### src/design/ihex_pkg.sv
// Shared types, constants and the hex digit decoder of the Intel HEX record parser.
`default_nettype none

package ihex_pkg;

  // Width of the running address pointer; any value from 20 to 64 works.
  localparam int ADDR_BITS = 32;

  // Configuration port geometry.
  localparam int PADDR_W = 3;
  localparam int PDATA_W = 32;
  localparam logic [PADDR_W-1:0] REG_MAX_RECORD_ADDRESS = 3'd0;
  localparam logic [15:0] MAX_RECORD_ADDRESS_RESET = 16'hFFFF;

  // Line length bookkeeping.
  localparam int CHAR_COUNT_W = 10;
  localparam logic [CHAR_COUNT_W-1:0] CHAR_COUNT_MAX = 10'd1023;
  localparam logic [CHAR_COUNT_W-1:0] HEADER_CHARS = 10'd10;

  // Record types with special handling.
  localparam logic [7:0] REC_DATA = 8'h00;
  localparam logic [7:0] REC_EXT_SEGMENT = 8'h02;
  localparam logic [7:0] REC_EXT_LINEAR = 8'h04;

  // Skipped prefix characters.
  localparam logic [7:0] CHAR_SPACE = 8'h20;
  localparam logic [7:0] CHAR_TAB = 8'h09;
  localparam logic [7:0] CHAR_COLON = 8'h3A;

  // Bit positions of the bad-field flags.
  localparam int BAD_COUNT = 0;
  localparam int BAD_ADDR = 1;
  localparam int BAD_TYPE = 2;
  localparam int BAD_DATA = 3;
  localparam int BAD_CHK = 4;

  typedef enum logic [1:0] {
    STATUS_OK       = 2'd0,
    STATUS_MALFORMED = 2'd1,
    STATUS_JUMP     = 2'd2,
    STATUS_OVERFLOW = 2'd3
  } status_t;

  typedef enum logic {
    KIND_DATA   = 1'b0,
    KIND_STATUS = 1'b1
  } kind_t;

  typedef struct packed {
    logic [7:0] character;
    logic       end_of_line;
  } char_item_t;

  typedef struct packed {
    kind_t      kind;
    logic [31:0] byte_address;
    logic [7:0]  byte_value;
    logic [7:0]  record_kind;
    status_t     status;
    logic        checksum_matches;
  } result_item_t;

  // Returns {bad, nibble}; a non-hex character decodes as nibble zero with bad set.
  function automatic logic [4:0] hex_decode(input logic [7:0] c);
    logic [4:0] r;
    r = 5'h10;
    if (c >= 8'h30 && c <= 8'h39) begin
      r = {1'b0, 4'(c - 8'h30)};
    end else if (c >= 8'h61 && c <= 8'h66) begin
      r = {1'b0, 4'(c - 8'h57)};
    end else if (c >= 8'h41 && c <= 8'h46) begin
      r = {1'b0, 4'(c - 8'h37)};
    end
    return r;
  endfunction

endpackage

`default_nettype wire

### src/design/intel_hex_record_parser.sv
// Top level of the Intel HEX record parser: character decoding, record state and result register.
`default_nettype none

// Channel   Handshake                    Payload          Direction
// -------   ---------------------------  ---------------  ---------
// char      char_valid / char_ready      char_item_t      into block
// result    result_valid / result_ready  result_item_t    out of block
// config    APB write/read, pready = 1   max_record_address at address 0
//
// Every character item is decoded in the cycle it is accepted; at most one result
// item appears in the result register on the following cycle, so the block takes
// one item per clock unless the result side stalls. The single result register is
// the only buffering: a new item is accepted whenever that register is empty or is
// being drained in the same cycle. Synchronous reset clears the pointer, the line
// state and the result valid flag and sets max_record_address to 0xFFFF.
module intel_hex_record_parser
  import ihex_pkg::*;
(
  input  wire logic               clk,
  input  wire logic               rst,
  // character channel
  input  wire logic               char_valid,
  output logic                    char_ready,
  input  wire char_item_t         char_item,
  // result channel
  output logic                    result_valid,
  input  wire logic               result_ready,
  output result_item_t            result_item,
  // configuration port
  input  wire logic               psel,
  input  wire logic               penable,
  input  wire logic               pwrite,
  input  wire logic [PADDR_W-1:0] paddr,
  input  wire logic [PDATA_W-1:0] pwdata,
  output logic [PDATA_W-1:0]      prdata,
  output logic                    pready
);

  // Configuration register.
  logic [15:0] max_record_address;

  // Address tracking, kept across lines.
  logic [ADDR_BITS-1:0] address_pointer, address_pointer_next;
  logic [ADDR_BITS-1:0] record_start, record_start_next;

  // Per-line state, cleared by every terminator item.
  logic [CHAR_COUNT_W-1:0] char_count, char_count_next;
  logic                    prefix_done, prefix_done_next;
  logic [3:0]              nibble_hold, nibble_hold_next;
  logic [7:0]              field_count, field_count_next;
  logic [15:0]             field_address, field_address_next;
  logic [7:0]              field_type, field_type_next;
  logic [7:0]              field_checksum, field_checksum_next;
  logic [7:0]              data_index, data_index_next;
  logic [31:0]             extended_value, extended_value_next;
  logic [7:0]              running_sum, running_sum_next;
  logic [4:0]              bad_field_flags, bad_field_flags_next;

  logic         accept;
  logic         emit;
  result_item_t result_next;

  // Working values of the decode.
  logic [8:0]              pair_index;
  logic [8:0]              checksum_pair;
  logic [4:0]              field_flag;
  logic [4:0]              decoded;
  logic [3:0]              nib;
  logic [7:0]              rx_byte;
  logic [CHAR_COUNT_W-1:0] full_length;
  logic [ADDR_BITS:0]      advanced;
  status_t                 line_status;
  logic [ADDR_BITS-1:0]    shown_address;
  logic                    sum_zero;

  assign char_ready = !result_valid || result_ready;
  assign accept     = char_valid && char_ready;
  assign pready     = 1'b1;

  // Register read: only max_record_address is defined.
  always_comb begin
    prdata = '0;
    if (paddr == REG_MAX_RECORD_ADDRESS) begin
      prdata = PDATA_W'(max_record_address);
    end
  end

  always_comb begin
    address_pointer_next = address_pointer;
    record_start_next    = record_start;
    char_count_next      = char_count;
    prefix_done_next     = prefix_done;
    nibble_hold_next     = nibble_hold;
    field_count_next     = field_count;
    field_address_next   = field_address;
    field_type_next      = field_type;
    field_checksum_next  = field_checksum;
    data_index_next      = data_index;
    extended_value_next  = extended_value;
    running_sum_next     = running_sum;
    bad_field_flags_next = bad_field_flags;
    emit                 = 1'b0;
    result_next          = '0;

    pair_index    = char_count[CHAR_COUNT_W-1:1];
    checksum_pair = 9'(field_count) + 9'd4;
    decoded       = hex_decode(char_item.character);
    nib           = decoded[3:0];
    rx_byte       = {nibble_hold, nib};
    full_length   = {1'b0, field_count, 1'b0} + HEADER_CHARS;
    advanced      = {1'b0, record_start} + (ADDR_BITS + 1)'(field_count);
    sum_zero      = (running_sum + field_checksum) == 8'h00;
    line_status   = STATUS_OK;
    shown_address = address_pointer;

    // Which field the current character belongs to.
    if (pair_index == 9'd0) begin
      field_flag = 5'(1 << BAD_COUNT);
    end else if (pair_index <= 9'd2) begin
      field_flag = 5'(1 << BAD_ADDR);
    end else if (pair_index == 9'd3) begin
      field_flag = 5'(1 << BAD_TYPE);
    end else if (pair_index < checksum_pair) begin
      field_flag = 5'(1 << BAD_DATA);
    end else begin
      field_flag = 5'(1 << BAD_CHK);
    end

    if (accept && char_item.end_of_line) begin
      // Close the record. The pointer low half is only replaced once the
      // header is long enough and its address field is clean.
      if (char_count < HEADER_CHARS || bad_field_flags[BAD_ADDR]) begin
        line_status = STATUS_MALFORMED;
      end else begin
        address_pointer_next = record_start;
        shown_address        = record_start;
        if (bad_field_flags[BAD_COUNT] || char_count < full_length) begin
          line_status = STATUS_MALFORMED;
        end else if (field_address > max_record_address) begin
          line_status = STATUS_JUMP;
        end else if (bad_field_flags[BAD_TYPE] || bad_field_flags[BAD_DATA]
                     || bad_field_flags[BAD_CHK]) begin
          line_status = STATUS_MALFORMED;
        end else if (field_type == REC_EXT_SEGMENT) begin
          address_pointer_next = ADDR_BITS'(64'({extended_value, 4'h0}));
        end else if (field_type == REC_EXT_LINEAR) begin
          address_pointer_next = ADDR_BITS'(64'({extended_value, 16'h0000}));
        end else if (advanced[ADDR_BITS]) begin
          line_status = STATUS_OVERFLOW;
        end else begin
          address_pointer_next = advanced[ADDR_BITS-1:0];
        end
      end
      emit                         = 1'b1;
      result_next.kind             = KIND_STATUS;
      result_next.byte_address     = 32'(shown_address);
      result_next.byte_value       = '0;
      result_next.record_kind      = field_type;
      result_next.status           = line_status;
      result_next.checksum_matches = (char_count >= full_length) && sum_zero;

      char_count_next      = '0;
      prefix_done_next     = 1'b0;
      nibble_hold_next     = '0;
      field_count_next     = '0;
      field_address_next   = '0;
      field_type_next      = '0;
      field_checksum_next  = '0;
      data_index_next      = '0;
      extended_value_next  = '0;
      running_sum_next     = '0;
      bad_field_flags_next = '0;
    end else if (accept && (prefix_done || !(char_item.character == CHAR_SPACE
                 || char_item.character == CHAR_TAB
                 || char_item.character == CHAR_COLON))) begin
      prefix_done_next = 1'b1;
      if (char_count != CHAR_COUNT_MAX) begin
        char_count_next = char_count + CHAR_COUNT_W'(1);
      end
      // Characters past the checksum are ignored.
      if (pair_index <= checksum_pair) begin
        if (decoded[4]) begin
          bad_field_flags_next = bad_field_flags | field_flag;
        end
        if (!char_count[0]) begin
          nibble_hold_next = nib;
        end else begin
          if (!field_flag[BAD_CHK]) begin
            running_sum_next = running_sum + rx_byte;
          end
          if (field_flag[BAD_COUNT]) begin
            field_count_next = rx_byte;
          end else if (field_flag[BAD_ADDR]) begin
            field_address_next = {field_address[7:0], rx_byte};
            if (pair_index == 9'd2) begin
              record_start_next = {address_pointer[ADDR_BITS-1:16], field_address[7:0],
                                   rx_byte};
            end
          end else if (field_flag[BAD_TYPE]) begin
            field_type_next = rx_byte;
          end else if (field_flag[BAD_DATA]) begin
            data_index_next     = data_index + 8'd1;
            extended_value_next = {extended_value[23:0], rx_byte};
            if (field_type == REC_DATA) begin
              emit                     = 1'b1;
              result_next.kind         = KIND_DATA;
              result_next.byte_address = 32'(record_start + ADDR_BITS'(data_index));
              result_next.byte_value   = rx_byte;
              result_next.record_kind  = '0;
              result_next.status       = STATUS_OK;
            end
          end else begin
            field_checksum_next = rx_byte;
          end
        end
      end
    end
  end

  always_ff @(posedge clk) begin
    if (rst) begin
      max_record_address <= MAX_RECORD_ADDRESS_RESET;
      address_pointer    <= '0;
      record_start       <= '0;
      char_count         <= '0;
      prefix_done        <= 1'b0;
      nibble_hold        <= '0;
      field_count        <= '0;
      field_address      <= '0;
      field_type         <= '0;
      field_checksum     <= '0;
      data_index         <= '0;
      extended_value     <= '0;
      running_sum        <= '0;
      bad_field_flags    <= '0;
      result_valid       <= 1'b0;
    end else begin
      if (psel && penable && pwrite && paddr == REG_MAX_RECORD_ADDRESS) begin
        max_record_address <= pwdata[15:0];
      end
      address_pointer <= address_pointer_next;
      record_start    <= record_start_next;
      char_count      <= char_count_next;
      prefix_done     <= prefix_done_next;
      nibble_hold     <= nibble_hold_next;
      field_count     <= field_count_next;
      field_address   <= field_address_next;
      field_type      <= field_type_next;
      field_checksum  <= field_checksum_next;
      data_index      <= data_index_next;
      extended_value  <= extended_value_next;
      running_sum     <= running_sum_next;
      bad_field_flags <= bad_field_flags_next;
      if (accept) begin
        result_valid <= emit;
      end else if (result_ready) begin
        result_valid <= 1'b0;
      end
    end
  end

  // Result payload register; loaded whenever a new item is accepted.
  always_ff @(posedge clk) begin
    if (accept) begin
      result_item <= result_next;
    end
  end

endmodule

`default_nettype wire

### config.mk
export PLATFORM = sky130hd
export DESIGN_NAME = intel_hex_record_parser
export DESIGN_NICKNAME = d
export VERILOG_FILES = /design/src/design/ihex_pkg.sv /design/src/design/intel_hex_record_parser.sv
export SDC_FILE = /design/constraint.sdc
export NUM_CORES = 1
export LEC_CHECK = 0
export BUFFER_PORTS_ARGS = -buffer_cell sky130_fd_sc_hd__buf_4
export CAP_MARGIN = 20
export CORE_MARGIN = 2
export CORE_UTILIZATION = 30
export DETAILED_ROUTE_END_ITERATION = 8
export PLACE_DENSITY = 0.49
export SLEW_MARGIN = 10
export SYNTH_ARGS = -nofsm -noshare
export SYNTH_HDL_FRONTEND = slang
export SYNTH_SLANG_ARGS = --single-unit
### constraint.sdc
create_clock -name clk -period 4.56 [get_ports clk]
set_input_delay 0.912 -clock clk [delete_from_list [all_inputs] [get_ports clk]]
set_output_delay 0.912 -clock clk [all_outputs]
set_load 0.05 [all_outputs]
---- Yosys cells after proc, flatten, opt, wreduce, memory -nomap -nowiden ----
Index checks and enable logic that the tools add are counted.
Widths: inputs -> output; s select.
storage, ports and cells
  latch bits .............................. 0
  input port bits ......................... 51
  memories kept ........................... 0
  register bits after elaboration ......... 237
  bits in read-only memories .............. 0
  memory bits (writable) .................. 0
  word-level logic and storage cells ...... 145
operators by class
  equal/unequal tests ..................... 8
  divide/modulo/power cells ............... 0
  shift operators ......................... 0
  reduce and logical (&&, ||, !) cells .... 38
  bitwise gates (word level) .............. 12
  add/sub/neg operators ................... 11
  order comparisons ....................... 13
  $mul .................................... 0
  multiplexer cells ....................... 42
operator list
  kind                   count
  $mux 50                9
  $mux 32                7
  $mux 5                 7
  $add 32x8->33          1
  $add 32x8->32          1
  $reduce_and 7->1       3
  $eq 9x2->1 const B     2
  $add 8x8->8            2
  $eq 8x6->1 const B     2
  $ge 8x7->1 const B     2
  $gt 16x16->1           1
  $le 8x7->1 const B     2
  $logic_not 8->1        2
  $mux 16                1
  $mux 2                 7
  $mux 1                 11
  $not 1->1              11
  $add 10x1->10 const B  1
  $add 9x4->10 const B   1
  $ge 10x10->1           1
  $logic_and 1x1->1      10
  $lt 10x10->1           1
  $lt 10x4->1 const B    1
  $ne 10x10->1 const B   1
  other kinds (25)       37

---- Depth between registers and ports, before layout ----
Gate-level depths: netlist of the first run.
  depth in word-level cells ............... 15
  gate-level depth with buffers ........... 15

---- Worst setup path after synthesis of the first run ----
Ideal clock, no wire load.
  path type ............................... input to register
  start ................................... input port result_ready
  end ..................................... register result_item[43] in the netlist's numbering (data pin)
  stages on the path ...................... 10
  setup time .............................. 262 ps
  arrival ................................. 4128 ps
  path buffers ............................ 2
  path slack .............................. 170 ps
  cell sequence ........................... nand2b_1 -> and2_1 -> nand2_1 -> inv_1 -> nor4_1 -> and4_1 -> buf_2 -> buf_6 -> a222oi_1 -> nand2_1
RTL lines
  element               RTL line                        source
  from (decl)           intel_hex_record_parser.sv:27   input wire logic result_ready,
  to (signal assigned)  intel_hex_record_parser.sv:265  result_item <= result_next;
  to (decl)             intel_hex_record_parser.sv:28   output result_item_t result_item,

---- Worst setup path in the final report of the first run ----
  start ................................... register field_count[2]
  end ..................................... register address_pointer[6]
between the ends
  word-level cells in the longest chain between the ends .. 7
ends and longest elaborated chain
  element                 RTL line                        source
  from (decl)             intel_hex_record_parser.sv:50   logic [7:0] field_count, field_count_next;
  from (signal assigned)  intel_hex_record_parser.sv:246  field_count <= field_count_next;
  $add 32x8->33           intel_hex_record_parser.sv:111  advanced = {1'b0, record_start} + (ADDR_BITS + 1)'(field_count);
  $mux 32                 intel_hex_record_parser.sv:148  end else if (advanced[ADDR_BITS]) begin
  $mux 32                 intel_hex_record_parser.sv:146  end else if (field_type == REC_EXT_LINEAR) begin
  $mux 32                 intel_hex_record_parser.sv:144  end else if (field_type == REC_EXT_SEGMENT) begin
  $mux 32                 intel_hex_record_parser.sv:141  end else if (bad_field_flags[BAD_TYPE] || bad_field_flags[BAD_DATA]
  $mux 32                 intel_hex_record_parser.sv:139  end else if (field_address > max_record_address) begin
  $mux 32 (*)             intel_hex_record_parser.sv:137  if (bad_field_flags[BAD_COUNT] || char_count < full_length) begin
  to (signal assigned)    intel_hex_record_parser.sv:241  address_pointer <= address_pointer_next;
  to (decl)               intel_hex_record_parser.sv:43   logic [ADDR_BITS-1:0] address_pointer, address_pointer_next;
Every way passes the cells marked *; elsewhere a longest branch is shown, timed or not.
A chain may end at the register's enable or synchronous reset.

==> results of run 1 <==
## layout make-up
type | count | area [µm²] | area share
clock buffer | 41 | 823 | 0.0511
clock inverter | 14 | 136 | 0.00846
inverter | 50 | 188 | 0.0116
multi-input combinational | 1148 | 7880 | 0.489
sequential | 237 | 5270 | 0.327
tap | 600 | 751 | 0.0466
timing repair buffer | 140 | 1070 | 0.0665
## per-stage QoR
stage          utilization  std cells
2_1_floorplan            -       1547
3_3_place_gp         0.333       2173
5_1_grt              0.354       2230
6_report             0.354       2230
3_5_place_dp         0.333       2173
4_1_cts              0.354       2228
## metal layers
layer	global-route usage	wire, µm	share of wire
met1	0.239	19800	0.48
met4	0.0459	1000	0.024
met3	0.0230	1620	0.039
met5	0	0	0
met2	0.277	18900	0.46
## final timing paths
| kind | from | end | slack (ps) | cells after the start |
|---|---|---|---|---|
| max | field_count[2] | address_pointer[6] | 540 | 14 |
| min | address_pointer[0] | address_pointer[0] | 470 | 2 |
| max reg2reg | field_count[2] | address_pointer[6] | 540 | 14 |
| min reg2reg | address_pointer[0] | address_pointer[0] | 470 | 2 |
## power by group
part,switching [mW],internal (mW)
clock network,0.967,1.38
registers,0.0290,2.17
logic,0.264,0.103
## cell families after synthesis
group | share of synthesized area
other cells | 0.000543
compound gates | 0.171
xor+xnor | 0.0354
simple gates | 0.204
fa+ha+maj | 0.0718
flops | 0.380
mux | 0.0810
buf+inv | 0.0559
## state kept, by name, indices dropped and copies added, names as in the netlist, 4 cells and up
name and flops:
result_item 52, address_pointer 32, record_start 32, extended_value 28
field_address 16, max_record_address 16, char_count 10, data_index 8
field_checksum 8, field_count 8, field_type 8, running_sum 8
bad_field_flags 5, nibble_hold 4
## worst max-delay path: cells and delay by family, from the launching register on
family | cells | cell delay (ps)
AO/OA/AOI/OAI | 7 | 2100
XOR/XNOR | 1 | 140
flip-flops | 1 | 530
buffers and inverters | 2 | 440
AND/OR/NAND/NOR | 2 | 170
adder cells (fa/ha/maj) | 2 | 530
## layout by cell type (no fill, tap or decap), drive strengths merged, types with 34 or more instances in the layout
cell and n:
dfxtp 185, ha 73, a21oi 51, nor2 246, o21ai 52, nand2 93, mux2i 112, and2 41
xnor2 37, inv 53, clkbuf 41, edfxtp 52, buf 140, nand3 34
==> out/results.ini, run 1 <==
[status]
status = finished clean

[routing]
drt-total-wl_mm = 41.4
drc = 0
num_vias = 11643
ant_nets = 0
drt-wirelength-per-cell_um = 18.5
vias_per_cell = 5.22
drt-initial-drc-count = 818
dr.pass1.iters = 5

[worst_setup_path]
critPathRequiredTime_ps = 5020
arrival_ps = 4480
cp_common_cell = ha_1
crit_chain = inv_1, ha_1, a21oi_1, nor2_1, xnor2_1, ha_1, o21ai_0, nand2b_1, o2111ai_1, a211oi_1, o21ai_2, buf_4, o21a_1, a221o_1
path_max_fanout = 16
slowest_delay_ps = 620
start_kind = flip-flop
crit_path_top_delay_cell = a211oi_1
path_class = flip-flop to flip-flop
critPathCaptureType = flip-flop

[logic_synthesis]
yosysUniqueCellTypes = 91
ys_seq_elements = 237
synth.area.top_cells = dfxtp_1, edfxtp_1, mux2i_1
synth_top_cell_by_area = dfxtp_1
seq_area_frac_synth = 0.380
synth_flop_cell = dfxtp_1
synth_cells = 1532
yosys_warnings = 0
syn_area_per_cell_um2 = 9.03
synthTopCellsByCount = nor2_1, dfxtp_1, mux2i_1
synth_edf_count = 52
syn_area_um2 = 13800
synthArstFlopShare = 0
yosysMostFrequentCell = nor2_1
synth_top_area_frac = 0.268

[floorplan]
core_area_um2 = 45500
dieArea_um2 = 47900
row_count = 78
start_util = 0.304
die_x_um = 219
die-height_um = 219
io_pins = 138

[timing]
relSlewSlack = 0.362
tns_ps = 0
finalMaxSlewViolations = 0
clock.fmax_mhz = 249
finalSetupViolations = 0
hold_ws_ps = 466
setup_slack_ps = 545
clock-skew-final_ps = 30.3
grt_setup_unrepaired = false
tightest_slew_ps = 957
hold_viol = 0
period_share = 0.881
fin_crit_ps = 4020

[grt]
antenna_found_initial = 0
grt_pass1_wl_mm = 64.7
grt_usage = 0.171
grt_pass1_vias = 11073
grt_max_degree = 55
grt_overflow = 0

[cts]
cts_htree_levels = 1
cts_tree = built
clk_latency_ps = 580
clkSlewWorstSetupHoldPaths_ps = 60
cts_resized = 0
cts_num_sinks = 237
cts_root_buf = clkbuf_16
cts_setup_buffers = 0
clk_path_buf_depth = 3
cts_hold_buf = 0
numCtsBuffers = 30

[finish]
fillers = 4768
drive_gt1_frac = 0.142
synthToLayoutAreaGrowth_pct = 16.5
final_cell_area_um2 = 16100
antenna_cells = 0
nNetsFinal = 1735

[flow_run]
maxCapViolations = 0

[placement]
port_buffers = 104
dp_slack_ps = 488
dp_hpwl_mm = 29.3
gp_congestion = 0.847
placed_cell_area_um2 = 15100

[power]
total_power_mw = 4.91
ir_drop_mv = 0.218
powerDensity_nw_per_um2 = 305
cellLeakagePower_nw = 6.55

[min_path]
min_path_type = flip-flop to flip-flop

Note: power is estimated with default switching activity, not from simulation.
==> run 2, diff against run 1 <==
CORE_ASPECT_RATIO = 0.75   (was default)
==> run 2 against run 1 <==
  * Cell count is 0.36% lower
  * Clock skew fell by 8.4 ps
  * Worst hold slack worse by 5.2 ps
  * Global-route usage is 1.0 points higher
  * Largest power group unchanged
==> out/results.ini, run 2 (synthesized netlist as in run 1, its figures left out) <==
[status]
status = finished clean  ; unchanged

[cts]
cts_resized = 0  ; unchanged
numCtsBuffers = 28  ; was 30
cts_root_buf = clkbuf_16  ; unchanged
clk_latency_ps = 570  ; was 580 ps
clk_path_buf_depth = 3  ; unchanged
cts_hold_buf = 0  ; unchanged
cts_htree_levels = 1  ; unchanged
cts_num_sinks = 237  ; unchanged
cts_setup_buffers = 0  ; unchanged
cts_tree = built  ; unchanged
clkSlewWorstSetupHoldPaths_ps = 60  ; about the same

[grt]
grt_pass1_vias = 11420  ; was 11073
grt_max_degree = 53  ; was 55
grt_pass1_wl_mm = 68.0  ; was 64.7 mm
grt_overflow = 0  ; unchanged
antenna_found_initial = 0  ; unchanged
grt_usage = 0.181  ; was 0.171

[min_path]
min_path_type = flip-flop to flip-flop  ; unchanged

[timing]
grt_setup_unrepaired = false  ; unchanged
clock-skew-final_ps = 21.8  ; was 30.3 ps
hold_viol = 0  ; unchanged
fin_crit_ps = 4000  ; was 4020 ps
hold_ws_ps = 461  ; was 466 ps
tns_ps = 0  ; unchanged
period_share = 0.877  ; was 0.881
clock.fmax_mhz = 250  ; was 249 MHz
finalMaxSlewViolations = 0  ; unchanged
setup_slack_ps = 562  ; was 545 ps
finalSetupViolations = 0  ; unchanged
tightest_slew_ps = 1050  ; was 957 ps
relSlewSlack = 0.293  ; was 0.362

[worst_setup_path]
critPathCaptureType = flip-flop  ; unchanged
critPathRequiredTime_ps = 4960  ; was 5020 ps
r2r_setup_slack_ps = 560  ; was 540 ps
reg2reg_depth = 13  ; was 14
path_class = flip-flop to flip-flop  ; unchanged
start_kind = flip-flop  ; unchanged
path_max_fanout = 29  ; was 16
startpoint = field_count[2]  ; unchanged
arrival_ps = 4400  ; was 4480 ps
timing.rr.start = field_count[2]  ; unchanged
cp-endpoint = address_pointer[14]  ; was address_pointer[6]
reg2reg_to = address_pointer[14]  ; was address_pointer[6]

[floorplan]
io_pins = 138  ; unchanged
dieArea_um2 = 47900  ; about the same
start_util = 0.302  ; was 0.304
row_count = 68  ; was 78
die-height_um = 190  ; was 219 µm
die_x_um = 252  ; was 219 µm
core_area_um2 = 45800  ; was 45500 µm²

[finish]
reg_top3 = result_item x52, address_pointer x32, record_start x32  ; unchanged
largest_register = result_item  ; unchanged
seq_area_um2 = 5270  ; unchanged
synthToLayoutAreaGrowth_pct = 16.1  ; was 16.5%
fillers = 4687  ; was 4768
largest_register_ffs = 52  ; unchanged
layout_commonest_cell = nor2_1  ; unchanged
multiInputGateArea_um2 = 7890  ; was 7880 µm²
nNetsFinal = 1733  ; was 1735
drive_gt1_frac = 0.144  ; was 0.142
antenna_cells = 0  ; unchanged
final_cell_mix = nor2_1, dfxtp_1, buf_4  ; unchanged

[routing]
route.met2.wl_mm = 17.5  ; was 18.9 mm
num_vias = 11730  ; was 11643
drt-total-wl_mm = 43.9  ; was 41.4 mm
drt-initial-drc-count = 975  ; was 818
topRoutingLayerUsed = met4  ; unchanged
ant_nets = 0  ; unchanged
met3_length_mm = 3.05  ; was 1.62 mm
vias_per_cell = 5.28  ; was 5.22
dr.pass1.iters = 5  ; unchanged
drc = 0  ; unchanged
drt-wirelength-per-cell_um = 19.8  ; was 18.5 µm
m1WireLength_mm = 22.7  ; was 19.8 mm

[flow_run]
maxCapViolations = 0  ; unchanged

[placement]
gp_congestion = 0.909  ; was 0.847
dp_hpwl_mm = 30.9  ; was 29.3 mm
port_buffers = 104  ; unchanged
dp_slack_ps = 638  ; was 488 ps

[power]
ir_drop_mv = 0.265  ; was 0.218 mV
cellLeakagePower_nw = 6.52  ; was 6.55 nW
powerDensity_nw_per_um2 = 300  ; was 305 nW/µm²

[run 2: worst min-delay path by stage]
stage | start | to | slack, ps | cells past startpoint
3_5_place_dp | address_pointer[0] | address_pointer[0] | 450 | 2
3_3_place_gp | address_pointer[0] | address_pointer[0] | 450 | 2
4_1_cts | address_pointer[0] | address_pointer[0] | 460 | 2
6_report | address_pointer[0] | address_pointer[0] | 460 | 2
2_1_floorplan | address_pointer[0] | address_pointer[0] | 420 | 2
5_1_grt | address_pointer[0] | address_pointer[0] | 500 | 2
[run 2: where the power goes]
part | switching, mW | internal (mW) | total [mW] | leakage (nW)
combinational | 0.270 | 0.104 | 0.374 | 4.06
sequential | 0.0263 | 2.17 | 2.20 | 2.02
clock | 0.952 | 1.30 | 2.25 | 0.442
total | 1.25 | 3.57 | 4.82 | 6.52
[run 2: metrics by stage]
stage          cell area [µm²]  power, mW  utilization  instances
3_3_place_gp             15100       2.62        0.331       2169
2_1_floorplan            13900       2.50            -       1547
6_report                 16100       4.82        0.351       2222
5_1_grt                  16100       5.01        0.351       2222
3_5_place_dp             15100       2.62        0.331       2169
4_1_cts                  16100       4.90        0.351       2221
[run 2: area by class of cell]
class / instances / share of cell area
multi-input combinational: 1148 / 0.491
sequential: 237 / 0.328
timing repair buffer: 140 / 0.0662
clock buffer: 36 / 0.0474
tap: 595 / 0.0463
inverter: 50 / 0.0117
clock inverter: 16 / 0.00958
[run 2: per-layer routing]
layer | up-vias | track usage
li1 | 5720 | -
met1 | 5602 | 0.278
met2 | 360 | 0.260
met3 | 48 | 0.0358
met4 | 0 | 0.0357
met5 | - | 0
[run 2: worst max-delay path: stages, from the launching register on]
cell       delay, ps
dfxtp_1          500
inv_1            110
ha_1             210
a21oi_1          250
nor2_1           100
xnor2_1          130
ha_1             310
o21ai_0           90
nand2b_1          80
o2111ai_1        190
a211oi_1         650
o21ai_4          440
nor2_1           590
a311oi_1         180
==> run 3, diff against run 2 <==
==> constraint.sdc (replaced) <==
create_clock -name clk -period 4.56 [get_ports clk]
set_input_delay 0.684 -clock clk [delete_from_list [all_inputs] [get_ports clk]]
set_output_delay 0.684 -clock clk [all_outputs]
set_load 0.05 [all_outputs]
==> run 3 against run 2 <==
  * Worst hold slack got worse by 150 ps
  * Clock power increased by 2%
  * Setup slack got worse by 14 ps
  * Total power increased by 0.94%
  * Combinational power about the same
  * Clock-buffer cell count increased by 2
  * Sequential share of layout area about the same
  * Sequential power about the same
  * Register-to-register slack about the same
  * First-iteration DRC count increased by 2.1%
  * Via count about the same
  * Global-route usage decreased by 0.44 points
  * Critical path type unchanged
  * Largest cell class unchanged
  * Highest routed layer unchanged
==> out/results.ini, run 3 (synthesized netlist as in run 1, its figures left out) <==
[status]
status = finished clean  ; unchanged

[worst_setup_path]
cp.depth = 13  ; unchanged
path_class = flip-flop to flip-flop  ; unchanged
start_kind = flip-flop  ; unchanged
critPathCaptureType = flip-flop  ; unchanged
crit_path_top_delay_cell = nor2_1  ; was a211oi_1
reg2reg_to = address_pointer[14]  ; unchanged
slowest_delay_ps = 620  ; was 650 ps
crit_buf_inv = 1  ; unchanged
critPathRequiredTime_ps = 4980  ; was 4960 ps
path_max_fanout = 15  ; was 29
crit_family = compound AO/OA/AOI/OAI gates  ; unchanged
r2r_setup_slack_ps = 550  ; was 560 ps
startpoint = field_count[2]  ; unchanged
arrival_ps = 4430  ; was 4400 ps
cp-endpoint = address_pointer[14]  ; unchanged
crit_chain = inv_1, ha_1, a21oi_1, nor2_1, xnor2_1, ha_1, o21ai_0, nand2b_1, o2111ai_1, a211oi_1, o21ai_2, nor2_1, a311oi_1  ; was inv_1, ha_1, a21oi_1, nor2_1, xnor2_1, ha_1, o21ai_0, nand2b_1, o2111ai_1, a211oi_1, o21ai_4, nor2_1, a311oi_1
reg2reg_depth = 13  ; unchanged
timing.rr.start = field_count[2]  ; unchanged

[power]
p_int_mw = 3.62  ; was 3.57 mW
powerDensity_nw_per_um2 = 303  ; was 300 nW/µm²
seqPwrFrac = 0.452  ; was 0.456
pwr-share-clk = 0.472  ; was 0.466
total_power_mw = 4.87  ; was 4.82 mW
p_switching_mw = 1.25  ; about the same
ir_drop_mv = 0.288  ; was 0.265 mV
cellLeakagePower_nw = 6.54  ; was 6.52 nW
combPwrFrac = 0.076  ; was 0.078
netSwitchingFraction = 0.256  ; was 0.259

[cts]
cts_num_sinks = 237  ; unchanged
clk_path_buf_depth = 3  ; unchanged
cts_htree_levels = 1  ; unchanged
clk_latency_ps = 570  ; about the same
cts_setup_buffers = 0  ; unchanged
cts_hold_buf = 0  ; unchanged
cts_root_buf = clkbuf_16  ; unchanged
numCtsBuffers = 28  ; unchanged
clkSlewWorstSetupHoldPaths_ps = 70  ; was 60 ps
cts_resized = 0  ; unchanged
cts_tree = built  ; unchanged

[routing]
drc = 0  ; unchanged
dr.pass1.iters = 7  ; was 5
ant_nets = 0  ; unchanged
drt-wirelength-per-cell_um = 19.5  ; was 19.8 µm
drt-total-wl_mm = 43.3  ; was 43.9 mm
drt-initial-drc-count = 995  ; was 975
vias_per_cell = 5.29  ; was 5.28
num_vias = 11736  ; was 11730

[grt]
grt-busiest-layer = met1  ; unchanged
grt_max_degree = 53  ; unchanged
grt_overflow = 0  ; unchanged
grt_util_met2 = 0.254  ; was 0.260
grt_usage = 0.177  ; was 0.181
antenna_found_initial = 0  ; unchanged
grt_use_met1 = 0.274  ; was 0.278
met3_usage = 0.0322  ; was 0.0358
grt_pass1_wl_mm = 66.5  ; was 68.0 mm
grt_pass1_vias = 10930  ; was 11420

[placement]
dp_slack_ps = 485  ; was 638 ps
port_buffers = 104  ; unchanged
gp_congestion = 0.880  ; was 0.909
dp_hpwl_mm = 30.5  ; was 30.9 mm

[floorplan]
start_util = 0.302  ; unchanged
die-height_um = 190  ; unchanged
core_area_um2 = 45800  ; unchanged
row_count = 68  ; unchanged
dieArea_um2 = 47900  ; unchanged
io_pins = 138  ; unchanged
die_x_um = 252  ; unchanged

[timing]
setup_slack_ps = 548  ; was 562 ps
relSlewSlack = 0.301  ; was 0.293
finalMaxSlewViolations = 0  ; unchanged
clock.fmax_mhz = 249  ; was 250 MHz
finalSetupViolations = 0  ; unchanged
tightest_slew_ps = 1050  ; about the same
hold_viol = 0  ; unchanged
grt_setup_unrepaired = false  ; unchanged
tns_ps = 0  ; unchanged
period_share = 0.880  ; was 0.877
fin_crit_ps = 4010  ; was 4000 ps
clock-skew-final_ps = 19.4  ; was 21.8 ps

[finish]
layout_commonest_cell = nor2_1  ; unchanged
reg_top3 = result_item x52, address_pointer x32, record_start x32  ; unchanged
synthToLayoutAreaGrowth_pct = 16.2  ; was 16.1%
largest_register = result_item  ; unchanged
largest_register_ffs = 52  ; unchanged
nNetsFinal = 1731  ; was 1733
final_cell_mix = nor2_1, dfxtp_1, buf_4  ; unchanged
antenna_cells = 0  ; unchanged
drive_gt1_frac = 0.144  ; about the same

[min_path]
min_path_type = input pin to flip-flop  ; was flip-flop to flip-flop
holdCritStartpoint = pwdata[15]  ; was address_pointer[0]

[flow_run]
maxCapViolations = 0  ; unchanged

[run 3: changes by cell type in the layout (fill, tap and decap cells not counted)]
cell / before / now
buf_4: 139 / 136
clkbuf_8: 1 / 4
clkinvlp_4: 3 / 1
buf_12: 1 / 2
clkbuf_1: 6 / 5
clkinv_1: 2 / 1
inv_4: 0 / 1
o21ai_2: 3 / 4
o21ai_4: 1 / 0
[run 3: area by class of cell]
class                   instances  area (µm²)
clock buffers                  38         800
clock inverters                14         141
fillers                      4685       29700
inverters                      50         188
multi-input cells            1148        7890
flip-flops and latches        237        5270
well taps                     595         744
repair buffers                138        1060
[run 3: worst min path at each step]
stage | depth (start not counted) | endpoint | slack [ps]
after global placement | 2 | address_pointer[0] | 450
final | 2 | max_record_address[15] | 320
after global routing | 2 | max_record_address[5] | 290
after CTS | 2 | max_record_address[8] | 290
after floorplan | 2 | address_pointer[0] | 420
after detailed placement | 2 | address_pointer[0] | 440
[run 3: worst register-to-register path: cells and delay by family, from the launching register on]
kind,cells,cell delay [ps]
AO/OA/AOI/OAI,6,1800
flip-flops,1,500
buffers and inverters,1,110
XOR/XNOR,1,140
AND/OR/NAND/NOR,3,820
adder cells (fa/ha/maj),2,520
[run 3: power by group through the flow]
stage / Combinational [mW] / Sequential, mW / Clock (mW)
CTS: 0.373 / 2.20 / 2.37
floorplan: 0.193 / 2.31 / 0
global route: 0.397 / 2.20 / 2.45
finish: 0.371 / 2.20 / 2.30
global placement: 0.371 / 2.25 / 0
detailed placement: 0.372 / 2.25 / 0
[run 3: routing by layer]
layer,vias up,share of wire
met3,42,0.063
met2,360,0.41
li1,5713,-
met1,5621,0.52
met5,-,0
met4,0,0.014
[run 3: through the flow]
step,utilization,cell area (µm²),hold WS [ps],std cells
2_1_floorplan,-,13900,425,1547
3_3_place_gp,0.331,15100,450,2167
3_5_place_dp,0.331,15100,440,2167
4_1_cts,0.351,16100,286,2219
5_1_grt,0.351,16100,293,2220
6_report,0.351,16100,316,2220
